## src/design/pbp_pkg.sv

```systemverilog
// ----------------------------------------------------------------------------
// Perceptron predictor package
// Sizes, opcodes and the command/status bundles shared by the predictor files.
// ----------------------------------------------------------------------------
package pbp_pkg;

  localparam int ROW_COUNT      = 256;
  localparam int HISTORY_LENGTH = 16;
  localparam int WEIGHT_BITS    = 8;

  localparam int ADDR_BITS    = 32;
  localparam int THRESH_BITS  = 12;
  localparam int THRESH_RESET = 45;
  localparam int OUT_SUM_BITS = 13;

  localparam int ROW_BITS    = $clog2(ROW_COUNT);
  localparam bit ROW_POW2    = ((ROW_COUNT & (ROW_COUNT - 1)) == 0);
  localparam int NUM_WEIGHTS = HISTORY_LENGTH + 1;
  localparam int ROW_WIDTH   = NUM_WEIGHTS * WEIGHT_BITS;

  // largest possible |sum|: every weight at its largest magnitude
  localparam int MAX_MAG  = NUM_WEIGHTS * (2 ** (WEIGHT_BITS - 1) - 1);
  localparam int SUM_BITS = $clog2(MAX_MAG + 1) + 1;
  localparam int ACC_BITS = (SUM_BITS > OUT_SUM_BITS) ? SUM_BITS : OUT_SUM_BITS;

  localparam int GROUP_SIZE = 8;
  localparam int NUM_GROUPS = (NUM_WEIGHTS + GROUP_SIZE - 1) / GROUP_SIZE;
  localparam int CNT_BITS   = $clog2(ADDR_BITS + 1);

  localparam logic OP_PREDICT = 1'b0;
  localparam logic OP_UPDATE  = 1'b1;

  typedef struct packed {
    logic start;         // latch the accepted transaction
    logic mem_read;      // read the selected weight row
    logic update_row;    // train the row (if needed) and shift history
    logic load_partial;  // register the group partial sums
    logic load_result;   // finish the sum and load the output register
  } pbp_cmd_t;

  typedef struct packed {
    logic is_update;
    logic row_done;
    logic out_free;
  } pbp_status_t;

endpackage

```

## src/design/pbp_ctrl.sv

```systemverilog
// ----------------------------------------------------------------------------
// Perceptron predictor controller
// Sequences one transaction at a time through index, read, sum and write.
// ----------------------------------------------------------------------------
module pbp_ctrl import pbp_pkg::*; (
  input  logic        clk,
  input  logic        rst_n,
  input  logic        in_valid,
  output logic        in_ready,
  output pbp_cmd_t    cmd,
  input  pbp_status_t status
);

  localparam logic [1:0] S_IDLE  = 2'd0;
  localparam logic [1:0] S_INDEX = 2'd1;
  localparam logic [1:0] S_CALC  = 2'd2;
  localparam logic [1:0] S_SUM   = 2'd3;

  logic [1:0] state_r, state_nxt;

  always_comb begin
    state_nxt = state_r;
    cmd       = '0;
    in_ready  = 1'b0;
    unique case (state_r)
      S_IDLE: begin
        in_ready = 1'b1;
        if (in_valid) begin
          cmd.start = 1'b1;
          if (ROW_POW2) begin
            cmd.mem_read = 1'b1;
            state_nxt    = S_CALC;
          end else begin
            state_nxt = S_INDEX;
          end
        end
      end
      S_INDEX: begin
        if (status.row_done) begin
          cmd.mem_read = 1'b1;
          state_nxt    = S_CALC;
        end
      end
      S_CALC: begin
        if (status.is_update) begin
          cmd.update_row = 1'b1;
          state_nxt      = S_IDLE;
        end else begin
          cmd.load_partial = 1'b1;
          state_nxt        = S_SUM;
        end
      end
      S_SUM: begin
        // hold until the output register can take the result
        if (status.out_free) begin
          cmd.load_result = 1'b1;
          state_nxt       = S_IDLE;
        end
      end
      default: state_nxt = S_IDLE;
    endcase
  end

  always_ff @(posedge clk) begin
    if (!rst_n) begin
      state_r <= S_IDLE;
    end else begin
      state_r <= state_nxt;
    end
  end

`ifndef SYNTHESIS
  a_accept_leaves_idle: assert property (@(posedge clk) disable iff (!rst_n)
    (in_valid && in_ready) |=> (state_r == S_CALC || state_r == S_INDEX))
    else $error("accepted transaction did not start processing");

  a_predict_goes_to_sum: assert property (@(posedge clk) disable iff (!rst_n)
    (state_r == S_CALC && !status.is_update) |=> (state_r == S_SUM))
    else $error("predict skipped the final sum");
`endif

endmodule

```

## config.mk

```make
export PLATFORM = sky130hd
export DESIGN_NAME = pbp_ctrl
export DESIGN_NICKNAME = d
export VERILOG_FILES = /design/src/design/pbp_pkg.sv /design/src/design/pbp_ctrl.sv
export SDC_FILE = /design/constraint.sdc
export NUM_CORES = 1
export LEC_CHECK = 0
export ABC_AREA = 1
export CAP_MARGIN = 20
export CORE_AREA = 2 2 39 41
export CTS_CLUSTER_SIZE = 24
export DETAILED_ROUTE_END_ITERATION = 7
export DIE_AREA = 0 0 41 43
export DONT_BUFFER_PORTS = 1
export SETUP_SLACK_MARGIN = 0.3
export SLEW_MARGIN = 20
export SYNTH_ARGS = -nofsm -noshare
export SYNTH_HDL_FRONTEND = slang
export SYNTH_SLANG_ARGS = --single-unit
export TNS_END_PERCENT = 1
```

## constraint.sdc

```tcl
create_clock -name clk -period 1 [get_ports clk]
set_clock_uncertainty 0.1 [all_clocks]
set_input_delay 0 -clock clk [delete_from_list [all_inputs] [get_ports clk]]
set_output_delay 0 -clock clk [all_outputs]
set_load 0.02 [all_outputs]
```

Word-level counts from Yosys, hierarchy flattened. Cells that the tools add are included.

Register bits: 2. Bits in latches: 0. Memory bits (writable): 0. ROM bits: 0. Output and inout bits: 6. Word-level logic and storage cells: 24. Memories: 0.

$add $sub $neg: 0. Multipliers: 0. Div/mod/pow operators: 0. Magnitude comparators: 0. Equal/unequal tests: 6. Shift operators: 0. Muxes and demuxes: 15. Bitwise operators: 0. Reduce and logical (&&, ||, !) cells: 2.

Operator list (number): two-way mux 2 bit (6); one-hot mux 2 bit (4 select lines) (1); two-way mux 1 bit (7); inequality test 2 bit, second input constant (3); equality test 2 bit, second input constant (2); AND reduction 3 bit (1); equality test 2 x 1 -> 1 bit, second input constant (1); zero test 2 bit (1); one-hot mux 1 bit (2 select lines) (1).

Depth between registers and ports, before layout. Gate-level depths: netlist of the first run.

Depth after elaboration: 3. Mapped depth: 5. Gate-level depth less buffers: 5.

Worst setup path after synthesis of the first run. OpenSTA, ideal clock, no wires.

Kind: register -> output. From: register state_r[1]. To: output port cmd[3] (netlist bit). Arrival: 0.972 ns. Data required time: 0.900 ns. Setup slack: -0.072 ns. Stages on the path, launching flop included: 4. Path through: dfxtp_1 -> inv_2 -> nand2_1 -> o21ai_0.

RTL lines: start, declared (RTL line pbp_ctrl.sv:19) `logic [1:0] state_r, state_nxt;`; start signal, assigned (RTL line pbp_ctrl.sv:68) `state_r <= state_nxt;`; end, declared (RTL line pbp_ctrl.sv:10) `output pbp_cmd_t cmd,`.

==> results of run 1 <==
-- cell families (layout without fill, tap and decap cells) --
logic type | count (synthesis) | after routing | share of synthesized area
AO/OA/AOI/OAI | 1 | 1 | 0.0315
flip-flops | 2 | 2 | 0.252
buffers and inverters | 10 | 16 | 0.260
AND/OR/NAND/NOR | 15 | 15 | 0.457
-- worst register-to-register path: cells and delay by family (launching register included) --
family | cells | cell delay, ps
AND/OR/NAND/NOR | 3 | 210
flip-flops | 1 | 370
buffers and inverters | 3 | 210
-- area by class of cell --
class | instances | area, sq um | share of cell area
inverter | 9 | 43.8 | 0.148
tap | 16 | 20.0 | 0.0675
multi-input combinational | 16 | 130 | 0.439
sequential | 2 | 47.5 | 0.160
timing repair buffer | 3 | 28.8 | 0.0970
clock buffer | 4 | 26.3 | 0.0886
-- metal layers --
layer,up-vias,wire length [microns]
met5,-,0
li1,99,-
met3,0,44
met2,10,205
met1,80,219
met4,0,0
-- final timing paths --
check             start          to  slack (ps)  cells past startpoint
max          state_r[0]      cmd[3]         -50                      3
min           status[1]  state_r[1]         -50                      4
max reg2reg  state_r[1]  state_r[0]          20                      6
min reg2reg  state_r[0]  state_r[1]         530                      3
-- timing repair --
item                                    4_1_cts  5_1_grt
hold endpoints to repair                      2        1
gates resized for setup                       7        1
pin swaps                                     3        0
endpoints found under the setup margin        8        8
buffers inserted                              1        0
-- through the flow --
stage          hold slack, ps  total power [W]  setup TNS, ps  instance area, sq um   util
3_5_place_dp             6.52         0.000218              0                   231  0.167
3_3_place_gp             3.43         0.000217              0                   231  0.167
5_1_grt                 -23.2         0.000482           -307                   297  0.214
6_report                -53.8         0.000455           -117                   297  0.214
2_1_floorplan           -2.98         0.000207              0                   211      -
4_1_cts                 -61.1         0.000461           -164                   297  0.214
-- power by group through the flow --
stage	logic [W]	clock network [W]	registers [W]
3_3_place_gp	0.000117	0	0.000100
6_report	0.000142	0.000211	0.000102
5_1_grt	0.000153	0.000226	0.000103
3_5_place_dp	0.000118	0	0.000101
2_1_floorplan	0.000108	0	0.0000993
4_1_cts	0.000140	0.000220	0.000102
-- Yosys cell counts --
cell     number
nor3_1        2
nand3_2       1
buf_4         1
nand2_1       3
nor2_1        3
o21ai_0       1
inv_1         7
inv_2         2
nand3_1       6
dfxtp_1       2
-- cell usage in the layout, fill, tap and decap left out, types with 2 or more instances in the layout --
cell type	count
clkbuf_4	3
inv_6	2
nand2_1	2
inv_2	2
inv_1	5
nor2_1	2
nand3_2	3
nand3_1	4
dfxtp_4	2
==> impl_results.rst, run 1 <==
.. list-table::
   :header-rows: 1

   * - Metric
     - Value
   * - Number of cells produced by synthesis
     - 28
   * - Post-synthesis cell area
     - 159 sq um
   * - Core Area
     - about 1400 sq um
   * - Critical-path cell list
     - inv_6 -> nand2_4 -> o21ai_4
   * - Number of max-slew violations in the final report
     - 0
   * - Element type at the critical path start
     - register
   * - Global-route wire length before repair
     - 717 microns
   * - Max VDD drop
     - roughly 0.33 mV
   * - CP Data Arrival Time
     - 950 ps
   * - Unrepaired setup endpoints after global routing
     - yes
   * - Cell row count
     - 14
   * - Met3 Track Usage GR
     - 0.0366
   * - Global-route met1 utilization
     - 0.0836
   * - Syn_nets
     - 34
   * - Port-buffer cells
     - 0
   * - Number of H-tree branching levels
     - 1
   * - Logic gate share of total power
     - 0.313
   * - Share of layout cells above drive strength 1
     - 0.559
   * - GRT Resource Usage Total
     - 0.0713
   * - Setup violations, final
     - 4
   * - DRC
     - 0
   * - Result of the run
     - complete, but fails checks
   * - Filler Cell Count
     - 154
   * - Remaining antenna violation count
     - 0
   * - Final HPWL from detailed placement
     - 333 microns
   * - Number of CTS-inserted buffers
     - 3
   * - Critical path start-end classification
     - register to primary output
   * - Area share of the largest cell type after synthesis
     - 0.252
   * - Maximum number of buffers from clock root to sink
     - 2
   * - Top fanout value on the critical path
     - 5
   * - Via-to-Cell Ratio
     - 3.78
   * - Sw Ratio
     - 0.372
   * - Dominant cells by area after synthesis
     - dfxtp_1 (25%), nand3_1 (19%), inv_1 (17%)
   * - Total internal power
     - ~0.00029 W
   * - Insertion delay of the later-clocked pin in the worst-skew pair
     - 230 ps
   * - Max transition margin
     - 0.822
   * - Final cell count without fillers
     - 50
   * - X dimension of the die
     - a little over 40 microns
   * - Crit path required time
     - 900 ps
   * - Most Used Layer, Global Route
     - met4
   * - Diode insertion count for antenna repair
     - 0
   * - Number of clock sinks seen by CTS
     - 2
   * - Number of antenna violations at the first check in global routing
     - 0
   * - Yosys warning count
     - 0
   * - Standard cell with the maximum stage delay on the critical path
     - dfxtp_4
   * - I/O Pins
     - 12
   * - Routed wire per std cell
     - around 9.4 microns
   * - Post-synthesis average cell area
     - 5.68 sq um
   * - Combined buffer and inverter count along the critical path
     - 1
   * - Clock Root Buffer
     - clkbuf_4
   * - Drt pass-1 iters
     - 2
   * - Overall via count from detail_route
     - 189
   * - Initial cell density of the core
     - 0.115
   * - Clock group share of total power
     - 0.464
   * - Final Wtd Congestion
     - 0.806
   * - Unique cell type count in the Yosys netlist
     - 10
   * - Highest achievable clock rate
     - approximately 0.96 GHz
   * - Number of synthesized register bits
     - 2
   * - Nature of the critical path endpoint
     - primary output
   * - Final-stage net count
     - 41
   * - Classification of the worst-slack hold path
     - input pin to register
   * - Synth area leader
     - dfxtp_1
   * - Area of the die
     - 1760 sq um
   * - Clock tree from TritonCTS
     - done
   * - Clock slew at reported path FFs
     - 40 ps
   * - CP max stage delay
     - 360 ps
   * - Setup slack after placement
     - 117 ps
   * - Top flop regs
     - state_r x2
   * - Via count of the first global-routing pass
     - 176
   * - Placed cells
     - 44
   * - Flip-flop count of the largest register, all copies and words added
     - 2
   * - Violation count after the first detailed-route iteration
     - 2
   * - Total wire length after detailed routing
     - about 470 microns
   * - Fraction of the yosys area taken by sequential cells
     - 0.252
   * - Leakage component of the power
     - about 0.15 nW
   * - Final Critical Period
     - 1050 ps
   * - Violated checks
     - hold timing, setup timing
   * - Global routing usage on met2
     - 0.0625
   * - Count of hold-fix buffers inserted at cts
     - 1
   * - Power spent charging and discharging nets
     - around 0.00017 W
   * - Worst Max-Slew Pin Slew
     - 266 ps
   * - Register ranked first by flip-flop count
     - state_r
   * - Layout overhead on the synthesized area
     - 86.6%
   * - Y dimension of the die
     - 43 microns
   * - PwrDens
     - between 1500 and 2000 nW/um^2
   * - Share of total power in sequential cells
     - 0.223
   * - Period utilization
     - 1.05
   * - Total congestion overflow
     - 0
   * - Setup WS post-layout
     - -46.3 ps
   * - Category of cells accounting for the largest share of critical-path delay
     - flip-flops
   * - Largest net degree at the start of global routing
     - 6
   * - Worst hold slack after final layout
     - -53.8 ps
   * - Final Hold Violating Endpoints
     - 2
   * - Number of max-capacitance violations reported
     - 0
Note: power is estimated with default switching activity, not from simulation.
==> run 2, diff against run 1 <==
Settings changed: BUFFER_PORTS_ARGS from default to -buffer_cell sky130_fd_sc_hd__buf_2, DONT_BUFFER_PORTS 1 to default, SETUP_SLACK_MARGIN 0.3 to default.
==> run 2 against run 1 <==
The run ends with setup timing left. First-iteration DRC count decreased by 100%. Worst setup slack lost 46 ps. Sequential share of layout area fell by 1.6 points. Count of clock-buffer cells in the layout shrank 1. Highest routed layer unchanged.
==> impl_results.rst, run 2 (synthesized netlist as in run 1, its figures left out) <==
.. list-table::
   :header-rows: 1

   * - Metric
     - Value
   * - DRC
     - 0
   * - Final Critical Period
     - 1090 ps
   * - Number of H-tree branching levels
     - 1
   * - I/O Pins
     - 12
   * - Total congestion overflow
     - 0
   * - Number of clock sinks seen by CTS
     - 2
   * - Y dimension of the die
     - 43 microns
   * - Number of max-capacitance violations reported
     - 0
   * - Worst Max-Slew Pin Slew
     - 154 ps
   * - Max transition margin
     - 0.897
   * - Clock slew at reported path FFs
     - around 30 ps
   * - Critical-path cell list
     - inv_6 -> nor3_1 -> buf_2
   * - Overall via count from detail_route
     - 222
   * - X dimension of the die
     - 41 microns
   * - Element type at the critical path start
     - register
   * - Filler Cell Count
     - 167
   * - Violation count after the first detailed-route iteration
     - 0
   * - Via-to-Cell Ratio
     - around 3.7
   * - Maximum number of buffers from clock root to sink
     - 2
   * - GRT Resource Usage Total
     - 0.0602
   * - Clock Root Buffer
     - clkbuf_4
   * - Port-buffer cells
     - 11
   * - Final Wtd Congestion
     - 0.616
   * - Largest net degree at the start of global routing
     - 8
   * - Combined buffer and inverter count along the critical path
     - 2
   * - Highest achievable clock rate
     - 0.915 GHz
   * - Worst hold slack after final layout
     - 80.6 ps
   * - Nature of the critical path endpoint
     - primary output
   * - Final Hold Violating Endpoints
     - 0
   * - Period utilization
     - 1.09
   * - Layout overhead on the synthesized area
     - 107%
   * - PwrDens
     - between 1000 and 1500 nW/um^2
   * - Global-route wire length before repair
     - 607 microns
   * - Leakage component of the power
     - 0.184 nW
   * - Register ranked first by flip-flop count
     - state_r
   * - Number of CTS-inserted buffers
     - 3
   * - Max VDD drop
     - 0.370 mV
   * - Final cell count without fillers
     - 60
   * - Top flop regs
     - state_r x2
   * - CP max stage delay
     - 360 ps
   * - Core Area
     - 1380 sq um
   * - Highest-count cells in the layout ignoring fill and taps
     - inv_1 (6), nand3_1 (6), buf_2 (6), buf_4 (4)
   * - Setup WS post-layout
     - -92.3 ps
   * - Via count of the first global-routing pass
     - 174
   * - Amount of wire on met3 after detailed routing
     - approximately 34 microns
   * - Insertion delay of the later-clocked pin in the worst-skew pair
     - 220 ps
   * - Reg2Reg Setup Slack
     - 10 ps
   * - Initial cell density of the core
     - 0.115
   * - Category of cells accounting for the largest share of critical-path delay
     - flip-flops
   * - Unrepaired setup endpoints after global routing
     - yes
   * - CP Data Arrival Time
     - roughly 1000 ps
   * - Flip-flop count of the largest register, all copies and words added
     - 2
   * - Result of the run
     - complete, but fails checks
   * - Routed wire per std cell
     - 7.08 microns
   * - DR top layer
     - met3
   * - Number of max-slew violations in the final report
     - 0
   * - WL met1
     - 153 microns
   * - Standard cell with the maximum stage delay on the critical path
     - dfxtp_4
   * - Remaining antenna violation count
     - 0
   * - Violated checks
     - setup timing
   * - Area of the die
     - 1760 sq um
   * - Placed cells
     - 54
   * - Crit path required time
     - 900 ps
   * - Cell row count
     - 14
   * - Total wire length after detailed routing
     - 425 microns
   * - Diode insertion count for antenna repair
     - 0
   * - Total Power
     - 0.000441 W
   * - Critical path start-end classification
     - register to primary output
   * - Classification of the worst-slack hold path
     - input pin to register
   * - Share of layout cells above drive strength 1
     - 0.568
   * - Top fanout value on the critical path
     - 7
   * - Setup violations, final
     - 5
   * - Clock tree from TritonCTS
     - done
   * - DR WL met2
     - 237 microns
   * - Final-stage net count
     - 52
   * - Drt pass-1 iters
     - 1
   * - Summed negative setup slack over all endpoints
     - -276 ps
   * - Number of antenna violations at the first check in global routing
     - 0
-- run 2: cell count changes in the layout (fill, tap and decap cells not counted), sizes merged --
cell	delta
buf	+11
clkbuf	-1
-- run 2: final timing paths --
check,end,cells past startpoint,from
setup / recovery,cmd[2],3,state_r[1]
hold / removal,state_r[0],6,status[2]
setup reg to reg,state_r[0],6,state_r[1]
hold reg to reg,state_r[0],4,state_r[1]
-- run 2: cell type report --
class	instances	area (sq um)	share of cell area
timing repair buffer	14	104	0.316
multi-input combinational	16	93.8	0.285
sequential	2	47.5	0.144
inverter	9	41.3	0.125
clock buffer	3	22.5	0.0684
tap	16	20.0	0.0608
-- run 2: metal layers --
| layer | vias up | track usage |
|---|---|---|
| met5 | - | 0 |
| met3 | 0 | 0.0314 |
| met2 | 8 | 0.0813 |
| met1 | 97 | 0.0514 |
| li1 | 117 | - |
| met4 | 0 | 0.0800 |
-- run 2: where the power goes --
| part | leakage [nW] | internal (W) | switching [W] |
|---|---|---|---|
| Combinational | 0.153 | 0.0000785 | 0.0000847 |
| Clock | 0.0138 | 0.000132 | 0.0000449 |
| Sequential | 0.0178 | 0.0000879 | 0.0000126 |
| Total | 0.184 | 0.000299 | 0.000142 |
-- run 2: timing repair --
item / in CTS / in global routing
resized for setup: 13 / 7
hold endpoints to repair: 2 / 0
cloned: 0 / 0
pin swaps: 0 / 2
hold buffers: 1 / 0
setup buffers: 0 / 2
setup endpoints to repair: 6 / 6
-- run 2: worst reg2reg max path, delay by kind of cell (launching register included) --
| family | cells | cell delay [ps] |
|---|---|---|
| flip-flops | 1 | 360 |
| AND/OR/NAND/NOR | 3 | 220 |
| buffers and inverters | 3 | 200 |
-- run 2: per-stage QoR --
step                      worst slack [ps]  cell area, sq um  utilization
after global routing                  -145               329        0.238
after floorplan                      -47.9               159            -
after global placement                58.2               226        0.164
final                                -92.3               329        0.238
after CTS                             -101               292        0.211
after detailed placement              70.5               226        0.164
==> run 3, diff against run 2 <==
Settings changed: CELL_PAD_IN_SITES_DETAIL_PLACEMENT from default to 1, CELL_PAD_IN_SITES_GLOBAL_PLACEMENT from default to 1, PLACE_DENSITY_LB_ADDON from default to 0.1.
==> run 3 against run 2 <==
The flow still finishes with violations (setup timing). Sequential share of layout area is 0.34 points higher. Power is 2.5% lower. Flip-flop and latch count unchanged. Sequential power about the same. First-iteration DRC count increased by 3. Routed wire length grew 13%. Critical path depth unchanged. Non-clock buffer count fell by 2.
==> impl_results.rst, run 3 (synthesized netlist as in run 1, its figures left out) <==
.. list-table::
   :header-rows: 1

   * - Metric
     - Value
   * - Setup WS post-layout
     - -67.3 ps
   * - Max VDD drop
     - 0.510 mV
   * - Core Area
     - ~1400 sq um
   * - Flip-flop count of the largest register, all copies and words added
     - 2
   * - Final Hold Violating Endpoints
     - 0
   * - Highest achievable clock rate
     - 0.937 GHz
   * - Post-detailed-placement cell area
     - 226 sq um
   * - Y dimension of the die
     - 43 microns
   * - Final core area utilization
     - 0.232
   * - Port-buffer cells
     - 11
   * - Layout overhead on the synthesized area
     - 102%
   * - Share of layout cells above drive strength 1
     - 0.571
   * - Register ranked first by flip-flop count
     - state_r
   * - Total internal power
     - 0.000291 W
   * - Final-stage net count
     - 50
   * - Global-route wire length before repair
     - 772 microns
   * - Total wire length after detailed routing
     - 482 microns
   * - Via-to-Cell Ratio
     - 3.81
   * - Violation count after the first detailed-route iteration
     - 3
   * - Overall via count from detail_route
     - ~220
   * - Remaining antenna violation count
     - 0
   * - Insertion delay of the later-clocked pin in the worst-skew pair
     - between 200 and 250 ps
   * - Final cell area excluding filler cells
     - 322 sq um
   * - Final Critical Period
     - between 1000 and 1500 ps
   * - Period utilization
     - 1.07
   * - Sw Ratio
     - 0.324
   * - Clock tree from TritonCTS
     - done
   * - Number of H-tree branching levels
     - 1
   * - Logic gate share of total power
     - 0.364
   * - Maximum number of buffers from clock root to sink
     - 2
   * - DRC
     - 0
   * - Number of max-capacitance violations reported
     - 0
   * - Max transition margin
     - 0.917
   * - Routed wire per std cell
     - 8.31 microns
   * - Clock group share of total power
     - 0.402
   * - CP Data Arrival Time
     - between 900 and 1000 ps
   * - GRT Resource Usage Total
     - 0.0670
   * - Number of max-slew violations in the final report
     - 0
   * - Most Used Layer, Global Route
     - met2
   * - Number of CTS-inserted buffers
     - 3
   * - Top flop regs
     - state_r x2
   * - Critical path start-end classification
     - register to primary output
   * - Number of antenna violations at the first check in global routing
     - 0
   * - Leakage component of the power
     - between 0.15 and 0.2 nW
   * - Area of the die
     - between 1500 and 2000 sq um
   * - Violated checks
     - setup timing
   * - Result of the run
     - complete, but fails checks
   * - Power spent charging and discharging nets
     - 0.000139 W
   * - Worst Max-Slew Pin Slew
     - 124 ps
   * - Nature of the critical path endpoint
     - primary output
   * - Element type at the critical path start
     - register
   * - Clock slew at reported path FFs
     - 30 ps
   * - Diode insertion count for antenna repair
     - 0
   * - Highest-count cells in the layout ignoring fill and taps
     - inv_1 (6), nand3_1 (6), buf_2 (5)
   * - Via count of the first global-routing pass
     - ~210
   * - I/O Pins
     - 12
   * - Top fanout value on the critical path
     - 5
   * - Share of total power in sequential cells
     - 0.234
   * - Initial cell density of the core
     - 0.115
   * - Met3 Track Usage GR
     - 0.0157
   * - Unrepaired setup endpoints after global routing
     - yes
   * - Global routing usage on met2
     - 0.109
   * - Total congestion overflow
     - 0
   * - Largest net degree at the start of global routing
     - 8
   * - PwrDens
     - roughly 1300 nW/um^2
   * - X dimension of the die
     - 41 microns
   * - Final HPWL from detailed placement
     - between 300 and 400 microns
   * - Drt pass-1 iters
     - 2
   * - Final Wtd Congestion
     - 0.668
   * - Cell row count
     - 14
   * - Post-CTS setup buffers
     - 0
   * - Classification of the worst-slack hold path
     - input pin to register
   * - Setup violations, final
     - 5
   * - Global-route met1 utilization
     - 0.0635
   * - Crit path required time
     - 900 ps
   * - Clock Root Buffer
     - clkbuf_4
   * - Number of clock sinks seen by CTS
     - 2
==> run 3: area by class of cell <==
type                    instances  area, sq um
clock buffers                   3         22.5
inverters                       9         41.3
fillers                       182         1060
flip-flops and latches          2         47.5
multi-input cells              16         98.8
well taps                      16         20.0
repair buffers                 12         91.3
==> run 3: worst paths after layout <==
check	startpoint	end	slack [ps]	depth (start not counted)
worst max-delay path	state_r[0]	cmd[0]	-70	3
worst max register to register	state_r[1]	state_r[0]	110	5
worst min register to register	state_r[1]	state_r[1]	480	3
worst min-delay path	status[0]	state_r[0]	90	6
==> run 3: critical path, cell delays in order, from the launching register on <==
cell and delay (ps):
dfxtp_4 370, inv_4 60, nor3_2 160, buf_4 160
==> run 3: what timing repair did <==
item,4_1_cts,5_1_grt
gates resized for setup,19,3
pin swaps,1,2
endpoints found under the hold margin,2,0
endpoints found under the setup margin,6,6
hold buffers,1,0
==> run 3: metal layers <==
| layer | vias up | wire length, microns |
|---|---|---|
| li1 | 114 | - |
| met1 | 101 | 180 |
| met2 | 6 | 265 |
| met3 | 0 | 36 |
| met4 | 0 | 0 |
| met5 | - | 0 |
==> run 3: stage by stage <==
stage / std cells / setup TNS [ps] / hold slack (ps) / setup slack, ps / total power (W)
final: 58 / -184 / 89.8 / -67.3 / 0.000430
after global routing: 58 / -459 / 137 / -108 / 0.000465
after CTS: 58 / -307 / 95.8 / -92.9 / 0.000431
after global placement: 54 / 0 / 103 / 19.0 / 0.000212
after detailed placement: 54 / 0 / 105 / 43.7 / 0.000211
after floorplan: 28 / -71.0 / -2.37 / -47.9 / 0.000175
==> run 3: power groups by stage <==
| stage | clock network (W) | registers [W] | logic (W) |
|---|---|---|---|
| finish | 0.000173 | 0.000101 | 0.000157 |
| floorplan | 0 | 0.0000956 | 0.0000793 |
| global placement | 0 | 0.0000972 | 0.000114 |
| CTS | 0.000183 | 0.000101 | 0.000147 |
| global route | 0.000189 | 0.000102 | 0.000173 |
| detailed placement | 0 | 0.0000974 | 0.000114 |
